<file path="config.mk">
export PLATFORM = sky130hd
export DESIGN_NAME = scaled_bitmap_text_renderer
export DESIGN_NICKNAME = d
export VERILOG_FILES = /design/src/rtl/core/sbtr_pkg.sv /design/src/rtl/core/scaled_bitmap_text_renderer.sv
export SDC_FILE = /design/constraint.sdc
export NUM_CORES = 1
export LEC_CHECK = 0
export BUFFER_PORTS_ARGS = -buffer_cell sky130_fd_sc_hd__buf_2
export CAP_MARGIN = 20
export CORE_ASPECT_RATIO = 0.8
export CORE_UTILIZATION = 40
export CTS_CLUSTER_SIZE = 20
export DETAILED_ROUTE_END_ITERATION = 16
export GPL_TIMING_DRIVEN = 0
export MAX_ROUTING_LAYER = met4
export PLACE_DENSITY = 0.68
export SLEW_MARGIN = 10
export SYNTH_ARGS = -nofsm -noshare
export SYNTH_HDL_FRONTEND = slang
export SYNTH_SLANG_ARGS = --single-unit
</file>
<file path="constraint.sdc">
create_clock -name aclk -period 7.7 [get_ports aclk]
set_input_delay 0.77 -clock aclk [delete_from_list [all_inputs] [get_ports aclk]]
set_output_delay 0.77 -clock aclk [all_outputs]
set_load 0.005 [all_outputs]
</file>
<file path="src/rtl/core/sbtr_pkg.sv">
// shared types, constants and glyph rom for the scaled bitmap text renderer
`timescale 1ns / 1ps

package sbtr_pkg;

    localparam int unsigned PANEL_WIDTH_DEF  = 128;
    localparam int unsigned PANEL_HEIGHT_DEF = 160;

    localparam int unsigned COORD_W = 16;
    localparam int unsigned RECT_W  = 10;
    localparam int unsigned SCALE_W = 8;
    localparam int unsigned COLOR_W = 16;
    localparam int unsigned COUNT_W = 8;
    localparam int unsigned CODE_W  = 8;
    localparam int unsigned GLYPH_W = 15;
    localparam int unsigned PIX_W   = 4;
    localparam int unsigned COL_W   = 2;

    localparam logic [PIX_W-1:0]  LAST_PIX = PIX_W'(GLYPH_W - 1);
    localparam logic [COL_W-1:0]  LAST_COL = COL_W'(2);
    localparam logic [CODE_W-1:0] CODE_NUL = '0;

    localparam int unsigned S_TDATA_W = 72;
    localparam int unsigned M_TDATA_W = 48;

    typedef enum logic [1:0] {
        ST_IDLE,
        ST_SCAN,
        ST_FLUSH
    } sbtr_state_t;

    // rows top to bottom, one octal digit per row, msb of a digit is the left column
    function automatic logic [GLYPH_W-1:0] glyph_rom(input logic [CODE_W-1:0] code_in);
        logic [CODE_W-1:0]  code;
        logic [GLYPH_W-1:0] bits;
        code = code_in;
        if (code >= 8'h61 && code <= 8'h7A) begin
            code = code - 8'h20;
        end
        case (code)
            8'h30: bits = 15'o75557;  8'h31: bits = 15'o26227;
            8'h32: bits = 15'o71747;  8'h33: bits = 15'o71717;
            8'h34: bits = 15'o55711;  8'h35: bits = 15'o74717;
            8'h36: bits = 15'o74757;  8'h37: bits = 15'o71122;
            8'h38: bits = 15'o75757;  8'h39: bits = 15'o75717;
            8'h41: bits = 15'o25755;  8'h42: bits = 15'o65656;
            8'h43: bits = 15'o34443;  8'h44: bits = 15'o65556;
            8'h45: bits = 15'o74647;  8'h46: bits = 15'o74644;
            8'h47: bits = 15'o34553;  8'h48: bits = 15'o55755;
            8'h49: bits = 15'o72227;  8'h4A: bits = 15'o11152;
            8'h4B: bits = 15'o55655;  8'h4C: bits = 15'o44447;
            8'h4D: bits = 15'o57755;  8'h4E: bits = 15'o57775;
            8'h4F: bits = 15'o25552;  8'h50: bits = 15'o65644;
            8'h51: bits = 15'o25531;  8'h52: bits = 15'o65655;
            8'h53: bits = 15'o34216;  8'h54: bits = 15'o72222;
            8'h55: bits = 15'o55557;  8'h56: bits = 15'o55552;
            8'h57: bits = 15'o55775;  8'h58: bits = 15'o55255;
            8'h59: bits = 15'o55222;  8'h5A: bits = 15'o71247;
            8'h2D: bits = 15'o00700;  8'h3A: bits = 15'o02020;
            8'h2E: bits = 15'o00002;  8'h2F: bits = 15'o11244;
            8'h5F: bits = 15'o00007;  8'h3F: bits = 15'o61202;
            8'h2B: bits = 15'o02720;  8'h3D: bits = 15'o07070;
            8'h2A: bits = 15'o05250;  8'h21: bits = 15'o22202;
            8'h40: bits = 15'o75743;  8'h23: bits = 15'o57575;
            8'h24: bits = 15'o36236;  8'h25: bits = 15'o51245;
            8'h26: bits = 15'o25253;  8'h28: bits = 15'o12221;
            8'h29: bits = 15'o42224;  8'h5B: bits = 15'o32223;
            8'h5D: bits = 15'o62226;  8'h27: bits = 15'o22000;
            8'h2C: bits = 15'o00024;  8'h3B: bits = 15'o02024;
            8'h22: bits = 15'o55000;  8'h5C: bits = 15'o44211;
            8'h3C: bits = 15'o12421;  8'h3E: bits = 15'o42124;
            8'h5E: bits = 15'o25000;  8'h60: bits = 15'o21000;
            8'h7B: bits = 15'o12621;  8'h7D: bits = 15'o42324;
            8'h7C: bits = 15'o22222;  8'h7E: bits = 15'o03600;
            default: bits = '0;
        endcase
        return bits;
    endfunction

endpackage

</file>
<file path="src/rtl/core/scaled_bitmap_text_renderer.sv">
// top level of the scaled bitmap text renderer: sequencer, coordinate stepper and output word
`timescale 1ns / 1ps

// first square word of a character: moved to the output register at its second on-panel
//   pixel, or by the flush step when the character has only one
// a character runs through an accept step, 15 glyph pixel steps through the shared stepper
//   and a flush step; no new character is taken until the sequencer is idle again
// an output stall can hold a glyph pixel step or the flush step of the character
// reset (aresetn low, synchronous): cursor, count and limit cleared, text closed,
//   sequencer idle, no word pending or on the output

module scaled_bitmap_text_renderer #(
    parameter int unsigned PANEL_WIDTH  = sbtr_pkg::PANEL_WIDTH_DEF,
    parameter int unsigned PANEL_HEIGHT = sbtr_pkg::PANEL_HEIGHT_DEF
) (
    input  logic                           aclk,
    input  logic                           aresetn,
    // character input
    input  logic                           s_tvalid,
    output logic                           s_tready,
    // start_x[15:0], start_y[31:16], char_limit[39:32], char_code[47:40],
    // ink_color[63:48], scale[71:64]
    input  logic [sbtr_pkg::S_TDATA_W-1:0] s_tdata,
    // start_text[0]
    input  logic                           s_tuser,
    // square fill commands
    output logic                           m_tvalid,
    input  logic                           m_tready,
    // rect_x[9:0], rect_y[19:10], rect_size[27:20], rect_color[43:28], zero[47:44]
    output logic [sbtr_pkg::M_TDATA_W-1:0] m_tdata,
    // last square of the character
    output logic                           m_tlast
);

    localparam int unsigned SUM_W = sbtr_pkg::COORD_W + 1;
    localparam int unsigned LIM_W = 11;

    // unpacked input word
    logic                            in_start;
    logic [sbtr_pkg::COORD_W-1:0]    in_x;
    logic [sbtr_pkg::COORD_W-1:0]    in_y;
    logic [sbtr_pkg::COUNT_W-1:0]    in_max;
    logic [sbtr_pkg::CODE_W-1:0]     in_code;
    logic [sbtr_pkg::COLOR_W-1:0]    in_ink;
    logic [sbtr_pkg::SCALE_W-1:0]    in_scale;

    assign in_start = s_tuser;
    assign in_x     = s_tdata[15:0];
    assign in_y     = s_tdata[31:16];
    assign in_max   = s_tdata[39:32];
    assign in_code  = s_tdata[47:40];
    assign in_ink   = s_tdata[63:48];
    assign in_scale = s_tdata[71:64];

    // text state
    sbtr_pkg::sbtr_state_t           state_reg, state_next;
    logic [sbtr_pkg::COORD_W-1:0]    cursor_x_reg, cursor_x_next;
    logic [sbtr_pkg::COORD_W-1:0]    cursor_y_reg, cursor_y_next;
    logic [sbtr_pkg::COUNT_W-1:0]    count_reg, count_next;
    logic [sbtr_pkg::COUNT_W-1:0]    limit_reg, limit_next;
    logic                            ended_reg, ended_next;

    // per character working registers
    logic [sbtr_pkg::GLYPH_W-1:0]    glyph_reg, glyph_next;
    logic [sbtr_pkg::PIX_W-1:0]      pix_reg, pix_next;
    logic [sbtr_pkg::COL_W-1:0]      col_reg, col_next;
    logic [sbtr_pkg::COORD_W-1:0]    base_x_reg, base_x_next;
    logic [sbtr_pkg::COORD_W-1:0]    px_reg, px_next;
    logic [sbtr_pkg::COORD_W-1:0]    py_reg, py_next;
    logic [sbtr_pkg::SCALE_W-1:0]    scale_reg, scale_next;
    logic [sbtr_pkg::COLOR_W-1:0]    ink_reg, ink_next;

    // one square held back until we know whether another follows
    logic                            pend_valid_reg, pend_valid_next;
    logic [sbtr_pkg::RECT_W-1:0]     pend_x_reg, pend_x_next;
    logic [sbtr_pkg::RECT_W-1:0]     pend_y_reg, pend_y_next;

    // output word register
    logic                            out_valid_reg, out_valid_next;
    logic [sbtr_pkg::RECT_W-1:0]     out_x_reg, out_x_next;
    logic [sbtr_pkg::RECT_W-1:0]     out_y_reg, out_y_next;
    logic [sbtr_pkg::SCALE_W-1:0]    out_size_reg, out_size_next;
    logic [sbtr_pkg::COLOR_W-1:0]    out_color_reg, out_color_next;
    logic                            out_last_reg, out_last_next;

    // effective text state once a start in the accepted word is applied
    logic [sbtr_pkg::COORD_W-1:0]    eff_x;
    logic [sbtr_pkg::COORD_W-1:0]    eff_y;
    logic [sbtr_pkg::COUNT_W-1:0]    eff_count;
    logic [sbtr_pkg::COUNT_W-1:0]    eff_limit;
    logic                            eff_ended;

    logic                            accept;
    logic                            draw;
    logic                            out_free;
    logic [SUM_W-1:0]                x_end;
    logic [SUM_W-1:0]                y_end;
    logic                            hit;
    logic                            stall;

    assign s_tready = (state_reg == sbtr_pkg::ST_IDLE);
    assign accept   = s_tvalid && s_tready;
    assign out_free = !out_valid_reg || m_tready;

    assign eff_x     = in_start ? in_x : cursor_x_reg;
    assign eff_y     = in_start ? in_y : cursor_y_reg;
    assign eff_count = in_start ? '0 : count_reg;
    assign eff_limit = in_start ? in_max : limit_reg;
    assign eff_ended = in_start ? 1'b0 : ended_reg;

    // a character is drawn only on open text, non-nul code and count below the limit
    assign draw = accept && !eff_ended && (in_code != sbtr_pkg::CODE_NUL)
                  && (eff_count < eff_limit);

    // edge test of the current glyph pixel, sums kept one bit wider than the cursor
    assign x_end = {1'b0, px_reg} + SUM_W'(scale_reg);
    assign y_end = {1'b0, py_reg} + SUM_W'(scale_reg);
    assign hit   = glyph_reg[sbtr_pkg::GLYPH_W-1] && (scale_reg != '0)
                   && (x_end <= SUM_W'(PANEL_WIDTH)) && (y_end <= SUM_W'(PANEL_HEIGHT));

    // a new square cannot enter while the held one has nowhere to go
    assign stall = hit && pend_valid_reg && !out_free;

    // next state
    always_comb begin
        state_next = state_reg;
        case (state_reg)
            sbtr_pkg::ST_IDLE: begin
                if (draw) begin
                    state_next = sbtr_pkg::ST_SCAN;
                end
            end
            sbtr_pkg::ST_SCAN: begin
                if (!stall && pix_reg == sbtr_pkg::LAST_PIX) begin
                    state_next = sbtr_pkg::ST_FLUSH;
                end
            end
            sbtr_pkg::ST_FLUSH: begin
                if (!pend_valid_reg || out_free) begin
                    state_next = sbtr_pkg::ST_IDLE;
                end
            end
            default: state_next = sbtr_pkg::ST_IDLE;
        endcase
    end

    // datapath and outputs
    always_comb begin
        cursor_x_next   = cursor_x_reg;
        cursor_y_next   = cursor_y_reg;
        count_next      = count_reg;
        limit_next      = limit_reg;
        ended_next      = ended_reg;
        glyph_next      = glyph_reg;
        pix_next        = pix_reg;
        col_next        = col_reg;
        base_x_next     = base_x_reg;
        px_next         = px_reg;
        py_next         = py_reg;
        scale_next      = scale_reg;
        ink_next        = ink_reg;
        pend_valid_next = pend_valid_reg;
        pend_x_next     = pend_x_reg;
        pend_y_next     = pend_y_reg;
        out_valid_next  = out_valid_reg && !m_tready;
        out_x_next      = out_x_reg;
        out_y_next      = out_y_reg;
        out_size_next   = out_size_reg;
        out_color_next  = out_color_reg;
        out_last_next   = out_last_reg;

        case (state_reg)
            sbtr_pkg::ST_IDLE: begin
                if (accept) begin
                    if (in_start) begin
                        cursor_x_next = in_x;
                        cursor_y_next = in_y;
                        limit_next    = in_max;
                        count_next    = '0;
                        ended_next    = 1'b0;
                    end
                    if (!eff_ended && !draw) begin
                        // nul code or limit reached closes the text
                        ended_next = 1'b1;
                    end
                    if (draw) begin
                        cursor_x_next = eff_x + {6'd0, in_scale, 2'b00};
                        count_next    = eff_count + sbtr_pkg::COUNT_W'(1);
                        glyph_next    = sbtr_pkg::glyph_rom(in_code);
                        pix_next      = '0;
                        col_next      = '0;
                        base_x_next   = eff_x;
                        px_next       = eff_x;
                        py_next       = eff_y;
                        scale_next    = in_scale;
                        ink_next      = in_ink;
                    end
                end
            end
            sbtr_pkg::ST_SCAN: begin
                if (!stall) begin
                    if (hit) begin
                        if (pend_valid_reg) begin
                            out_valid_next = 1'b1;
                            out_x_next     = pend_x_reg;
                            out_y_next     = pend_y_reg;
                            out_size_next  = scale_reg;
                            out_color_next = ink_reg;
                            out_last_next  = 1'b0;
                        end
                        pend_valid_next = 1'b1;
                        pend_x_next     = px_reg[sbtr_pkg::RECT_W-1:0];
                        pend_y_next     = py_reg[sbtr_pkg::RECT_W-1:0];
                    end
                    // step to the next glyph pixel, row-major
                    glyph_next = {glyph_reg[sbtr_pkg::GLYPH_W-2:0], 1'b0};
                    pix_next   = pix_reg + sbtr_pkg::PIX_W'(1);
                    if (col_reg == sbtr_pkg::LAST_COL) begin
                        col_next = '0;
                        px_next  = base_x_reg;
                        py_next  = py_reg + sbtr_pkg::COORD_W'(scale_reg);
                    end else begin
                        col_next = col_reg + sbtr_pkg::COL_W'(1);
                        px_next  = px_reg + sbtr_pkg::COORD_W'(scale_reg);
                    end
                end
            end
            sbtr_pkg::ST_FLUSH: begin
                if (pend_valid_reg && out_free) begin
                    out_valid_next  = 1'b1;
                    out_x_next      = pend_x_reg;
                    out_y_next      = pend_y_reg;
                    out_size_next   = scale_reg;
                    out_color_next  = ink_reg;
                    out_last_next   = 1'b1;
                    pend_valid_next = 1'b0;
                end
            end
            default: begin
                pend_valid_next = 1'b0;
            end
        endcase
    end

    always_ff @(posedge aclk) begin
        if (!aresetn) begin
            state_reg      <= sbtr_pkg::ST_IDLE;
            cursor_x_reg   <= '0;
            cursor_y_reg   <= '0;
            count_reg      <= '0;
            limit_reg      <= '0;
            ended_reg      <= 1'b1;
            pend_valid_reg <= 1'b0;
            out_valid_reg  <= 1'b0;
        end else begin
            state_reg      <= state_next;
            cursor_x_reg   <= cursor_x_next;
            cursor_y_reg   <= cursor_y_next;
            count_reg      <= count_next;
            limit_reg      <= limit_next;
            ended_reg      <= ended_next;
            pend_valid_reg <= pend_valid_next;
            out_valid_reg  <= out_valid_next;
        end
    end

    // payload registers, no reset
    always_ff @(posedge aclk) begin
        glyph_reg     <= glyph_next;
        pix_reg       <= pix_next;
        col_reg       <= col_next;
        base_x_reg    <= base_x_next;
        px_reg        <= px_next;
        py_reg        <= py_next;
        scale_reg     <= scale_next;
        ink_reg       <= ink_next;
        pend_x_reg    <= pend_x_next;
        pend_y_reg    <= pend_y_next;
        out_x_reg     <= out_x_next;
        out_y_reg     <= out_y_next;
        out_size_reg  <= out_size_next;
        out_color_reg <= out_color_next;
        out_last_reg  <= out_last_next;
    end

    assign m_tvalid = out_valid_reg;
    assign m_tlast  = out_last_reg;
    assign m_tdata  = {4'd0, out_color_reg, out_size_reg, out_y_reg, out_x_reg};

`ifndef SYNTHESIS
    // nothing may be held back once the sequencer is idle
    a_pend_empty_idle: assert property (@(posedge aclk) disable iff (!aresetn)
        (state_reg == sbtr_pkg::ST_IDLE) |-> !pend_valid_reg)
        else $error("square held back while idle");

    // pixel step stays inside the glyph
    a_pix_range: assert property (@(posedge aclk) disable iff (!aresetn)
        (state_reg == sbtr_pkg::ST_SCAN) |-> (pix_reg <= sbtr_pkg::LAST_PIX)
            && (col_reg <= sbtr_pkg::LAST_COL))
        else $error("glyph pixel index out of range");

    // every square leaving the block lies on the panel
    a_out_on_panel: assert property (@(posedge aclk) disable iff (!aresetn)
        out_valid_reg |-> (LIM_W'(out_x_reg) + LIM_W'(out_size_reg) <= LIM_W'(PANEL_WIDTH))
            && (LIM_W'(out_y_reg) + LIM_W'(out_size_reg) <= LIM_W'(PANEL_HEIGHT)))
        else $error("square crosses the panel edge");

    // the closing square of a character goes out only from the flush step
    a_last_from_flush: assert property (@(posedge aclk) disable iff (!aresetn)
        (pend_valid_reg && state_reg == sbtr_pkg::ST_FLUSH && out_free)
            |=> (out_valid_reg && out_last_reg && state_reg == sbtr_pkg::ST_IDLE))
        else $error("closing square lost");
`endif

endmodule

</file>
After elaboration in Yosys (flattened, before gate mapping)
Memories as Yosys holds them, arrays and structs flattened.
Cells that the tools add are included.
Widths: inputs -> output; s select.
{"block": "op_classes", "addsub": 9, "magnitude_cmp": 5, "n_eq_ne": 13, "muxes": 74, "n_bitwise": 2, "n_reduce_logical": 36}
{"op": "$mux 16", "count": 15}
{"op": "$pmux 16 s2", "count": 3}
{"op": "$mux 8", "count": 11}
{"op": "$mux 10", "count": 8}
{"op": "$mux 15", "count": 4}
{"op": "$pmux 10 s2", "count": 2}
{"op": "$add 16x8->17", "count": 2}
{"op": "$le 17x8->1 const B", "count": 2}
{"op": "$add 16x8->16", "count": 2}
{"op": "$pmux 15 s2", "count": 1}
{"op": "$add 16x10->16", "count": 1}
{"op": "$pmux 8 s2", "count": 1}
{"op": "$reduce_bool 8->1", "count": 2}
{"op": "$logic_and 1x1->1", "count": 14}
{"op": "$mux 2", "count": 7}
{"op": "$ne 2x2->1 const B", "count": 7}
{"op": "$mux 1", "count": 13}
{"op": "$mux 4", "count": 3}
{"op": "$reduce_and 5->1", "count": 2}
{"op": "$reduce_and 3->1", "count": 3}
{"op": "$add 8x1->8 const B", "count": 1}
{"op": "$ge 8x7->1 const B", "count": 1}
{"op": "$le 8x7->1 const B", "count": 1}
{"op": "$lt 8x8->1", "count": 1}
{"op": "other kinds (19)", "count": 32}
{"block": "word_totals", "regBits": 211, "romBits": 1920, "input_bits": 77, "elab_cells": 163, "mem_count": 1}
{"name": "(name not given)", "words": 128, "word_bits": 15, "read_ports": 1, "rd_clocked_by_memory_dff": 0, "wr": 0, "line_no": "sbtr_pkg.sv:40", "rtl": "case (code)"}

Longest topological paths before layout
An unclocked memory read counts as a cell.
{"block": "logic_depth", "word_depth": 13, "mapped_depth": 15, "depth_no_buf": 13}

Worst setup path after synthesis
OpenSTA, ideal clock, no wires.
{"block": "synth_path", "path_type": "input to register", "startpoint": "input port s_tuser", "endpoint": "register col_reg[0] (netlist bit), enable pin", "arrival_time_ns": 5.437, "path_slack_ns": 1.831, "cell_stages": 14, "path_cell_list": "clkbuf_1 -> buf_1 -> clkbuf_1 -> buf_1 -> mux2i_1 -> ha_1 -> a31o_1 -> a21o_1 -> a211oi_2 -> o21bai_1 -> a31o_1 -> buf_6 -> o21a_1 -> nor2_1"}
{"block": "synth_between", "elab_chain_cells": 7}
{"item": "start: declaration", "line_no": "scaled_bitmap_text_renderer.sv:25", "rtl": "input logic s_tuser,"}
{"item": "branches (longest 4 deep; another with $lt 8x8->1)"}
{"item": "$logic_and 1x1->1 (*)", "line_no": "scaled_bitmap_text_renderer.sv:113", "rtl": "&& (eff_count < eff_limit);"}
{"item": "$ne 2x1->1 (no line) (*)"}
{"item": "$reduce_and 4->1 (no line) (*)"}
{"item": "end signal: assignment", "line_no": "scaled_bitmap_text_renderer.sv:271", "rtl": "col_reg <= col_next;"}
{"item": "end: declaration", "line_no": "scaled_bitmap_text_renderer.sv:66", "rtl": "logic [sbtr_pkg::COL_W-1:0] col_reg, col_next;"}
Mark *: on every way between the ends.
A chain may end at the register's enable or synchronous reset.

Worst setup path after layout
{"block": "layout_path", "startpoint": "input port s_tuser", "endpoint": "register py_reg[3] (netlist bit), enable pin"}
{"block": "layout_between", "elab_chain_cells": 7}
{"item": "branches (longest 4 deep; another with $lt 8x8->1)"}
{"item": "$logic_and 1x1->1 (*)", "line_no": "scaled_bitmap_text_renderer.sv:113"}
{"item": "$ne 2x1->1 (no line) (*)"}
{"item": "$reduce_and 5->1 (no line) (*)"}
{"item": "end signal: assignment", "line_no": "scaled_bitmap_text_renderer.sv:274", "rtl": "py_reg <= py_next;"}
{"item": "end: declaration", "line_no": "scaled_bitmap_text_renderer.sv:69", "rtl": "logic [sbtr_pkg::COORD_W-1:0] py_reg, py_next;"}
Marked as above.

==> impl_results.md <==
* Met3 usage in global routing at 3.10%
* Max Transition Viols Final at 0
* Seq/Total Area, Yosys at 50.3%
* CTS Sinks at 211
* RD Place Congestion at 0.968
* Cell area after layout at 13600 um2
* Final min period at 5.83 ns
* Setup crit end: py_reg[3]$_DFFE_PP_
* First DRT Iteration DRCs at 956
* Mapped Area at 11600 um2
* Tightest Pin Transition at 0.880 ns
* Most common flop cell mapped by yosys: edfxtp_1
* DR vias/cell at 5.74
* Hold Crit Class: in2reg
* Total grt overflow at 0
* Avg WL per Cell at 20.5 um
* CP Class: in2reg
* Max-Cap Viols at 0
* Count of cell types in the netlist at 72
* Post-route insts no fill at 1696
* R2R cell count at 13
* RSZ-0062 raised after global routing: no
* Pin count of the biggest net entering global routing at 50
* Drt pass-1 iters at 7
* Antenna diode count at 0
* Critical Path Start Type: input port
* Flops & latches, synth at 211
* Critical Path Start: s_tuser
* Global-route wire length before repair at 52400 um
* P_leak at 5.08 nW
* Placed Cells incl. Taps at 1654
* Area growth from synthesis to layout at 17.5%
* Final HPWL DP at 25900 um
* Met2 Usage GRT at 37.0%
* I/O Pins at 128
* Clock buffers created by TritonCTS at 23
* Pre-CTS WS at 1.12 ns
* Post-CTS sizing at 0
* Hold Slack at 0.410 ns
* R2R Path End: pend_y_reg[2]$_DFFE_PP_
* Post-CTS setup buffer count at 0
* Synth top area cells: edfxtp_1 (41%), dfxtp_1 (9.2%), ha_1 (5.1%), nand2_1 (5.0%), o21ai_0 (3.9%)
* Worst setup EP type: register
* PortBufs at 121
* Max Fanout on Critical Path at 10
* Htree depth at 1
* Pwr dens at 294 nW/um2
* Initial antenna violation count at 0
* Mean Syn Cell Area at 9.99 um2
* Clock root buffer: clkbuf_16
* EDFF count, synth at 158
* Worst reg-to-reg setup slack at 2.79 ns
* Total GRT Usage at 23.9%
* Die area at 29600 um2
* VDD IR max at 0.163 mV
* Max Clock Skew at 0.0234 ns
* Final worst-path cycle share at 75.7%
* Row cnt at 55
* Reg2reg start: scale_reg[0]$_DFFE_PP_
* Commonest cells after routing, fill and taps aside: edfxtp_1 (158), nand2_1 (153), buf_2 (122)
* CTS tree: built
* Final Hold Fails at 0
* Power, Total at 3.99 mW
* Max Fclk at 172 MHz
* Core Area at 28400 um2
* Layout cell share with drive strength beyond 1 at 14.7%
* Antenna viol nets, final at 0
* Synth area leader: edfxtp_1
* Synth top area share at 41.1%
* GRT met1 Usage at 32.6%
* CTS max path bufs at 3
* Cts-stage hold buffer count at 0
* Commonest non-fill, non-tap cell in the layout: edfxtp_1
* Final setup margin at 1.87 ns
* Relative slew slack at 40.9%
* Ys async rst share at 0%
* Worst-Skew Late Latency at 0.53 ns
* Remaining DRCs at 0
* Die W at 192 um
* Worst Path Required at 7.93 ns
* GRT Max-Usage Layer: met2
* Final setup vio count at 0
* Number of global-route vias before repair at 9228
* Initial core utilization at 40.7%
* Routed via count at 9732
* Die Height at 154 um
* Crit path DAT at 6.06 ns
* Area after DPL at 12700 um2
* Clock-pin transition on the worst setup and hold timing paths at 0.06 ns
* Post-Syn Instances at 1156
* Final wirelength at 34800 um
* Layout Nets at 1437
* Outcome: finished, final reports clean
* Synth warnings at 0
-- area by class of cell --
| cell class | instances | area, um2 |
|---|---|---|
| Clock buffer | 29 | 618 |
| Inverter | 34 | 128 |
| Timing Repair Buffer | 126 | 672 |
| Clock inverter | 12 | 226 |
| Tap cell | 370 | 463 |
| Multi-Input combinational cell | 842 | 5360 |
| Fill cell | 2660 | 14800 |
| Buffer | 72 | 295 |
| Sequential cell | 211 | 5810 |
-- worst min path at each step --
stage	start	endpoint	cells after the start
finish	s_tdata[63]	ink_reg[15]$_DFFE_PP_	1
global route	s_tdata[63]	ink_reg[15]$_DFFE_PP_	1
CTS	s_tdata[63]	ink_reg[15]$_DFFE_PP_	1
detailed placement	ink_reg[2]$_DFFE_PP_	out_color_reg[2]$_DFFE_PP_	0
global placement	ink_reg[7]$_DFFE_PP_	out_color_reg[7]$_DFFE_PP_	0
floorplan	ink_reg[0]$_DFFE_PP_	out_color_reg[0]$_DFFE_PP_	0
-- synth_stat cells, types with 4 or more instances --
cell type and instances:
a21o_1 6, nand4_1 6, or3_1 5, a21oi_1 79, a211oi_1 16, o21ai_0 91
o22ai_1 4, buf_4 4, buf_1 11, mux2i_1 41, clkbuf_1 54, edfxtp_1 158
o211ai_1 13, dfxtp_1 53, a31oi_1 15, nand2_1 153, nor2_1 85, a22o_1 15
nand2b_1 7, nor3b_1 8, o31ai_1 7, a21boi_0 26, ha_1 47, and3_1 6
and2_1 4, mux2_2 15, o32ai_1 4, inv_1 32, a22oi_1 7, o21a_1 6
xor2_1 19, nor4_1 8, nand3_1 33, nor2b_1 24, xnor2_1 17, nor3_1 18
o21bai_1 4
-- report_power, final --
part           leakage (nW)  internal (mW)  switching, mW
Sequential             1.90           1.46          0.114
Combinational          2.77          0.432          0.755
Clock                 0.413          0.773          0.455
-- routing by layer --
layer  up-vias  routed length (um)
li1       4573                   -
met2       377               15600
met3        57                2090
met5         -                   0
met1      4725               16100
met4         0                1000
-- kinds of logic (layout without fill, tap and decap cells) --
| group | count (synthesis) | in the layout | synth area share (%) |
|---|---|---|---|
| multiplexers | 57 | 57 | 5.21 |
| AO/OA/AOI/OAI | 330 | 330 | 18.3 |
| buffers and inverters | 106 | 273 | 3.66 |
| AND/OR/NAND/NOR | 365 | 365 | 14.2 |
| adder cells (fa/ha/maj) | 50 | 50 | 5.61 |
| XOR/XNOR | 36 | 36 | 2.73 |
| flip-flops | 211 | 211 | 50.3 |
| other | 1 | 4 | 0.0325 |
-- stage by stage --
stage	setup TNS, ns	utilization (%)
2_1_floorplan	0	-
3_3_place_gp	-9.32	44.6
3_5_place_dp	0	44.8
4_1_cts	0	47.8
5_1_grt	0	47.9
6_report	0	47.9
-- worst max-delay path, stage by stage --
cell and delay (ns):
buf_2 0.11, clkbuf_1 0.62, buf_1 0.65, clkbuf_1 0.68, buf_1 0.58, mux2i_1 0.29, ha_1 0.27, a2111oi_0 0.52
o41ai_1 0.17, a31o_1 0.24, buf_6 0.16, o21a_1 0.16, nor3b_2 0.58, buf_6 0.25
Power figures use the tool's default switching activity.
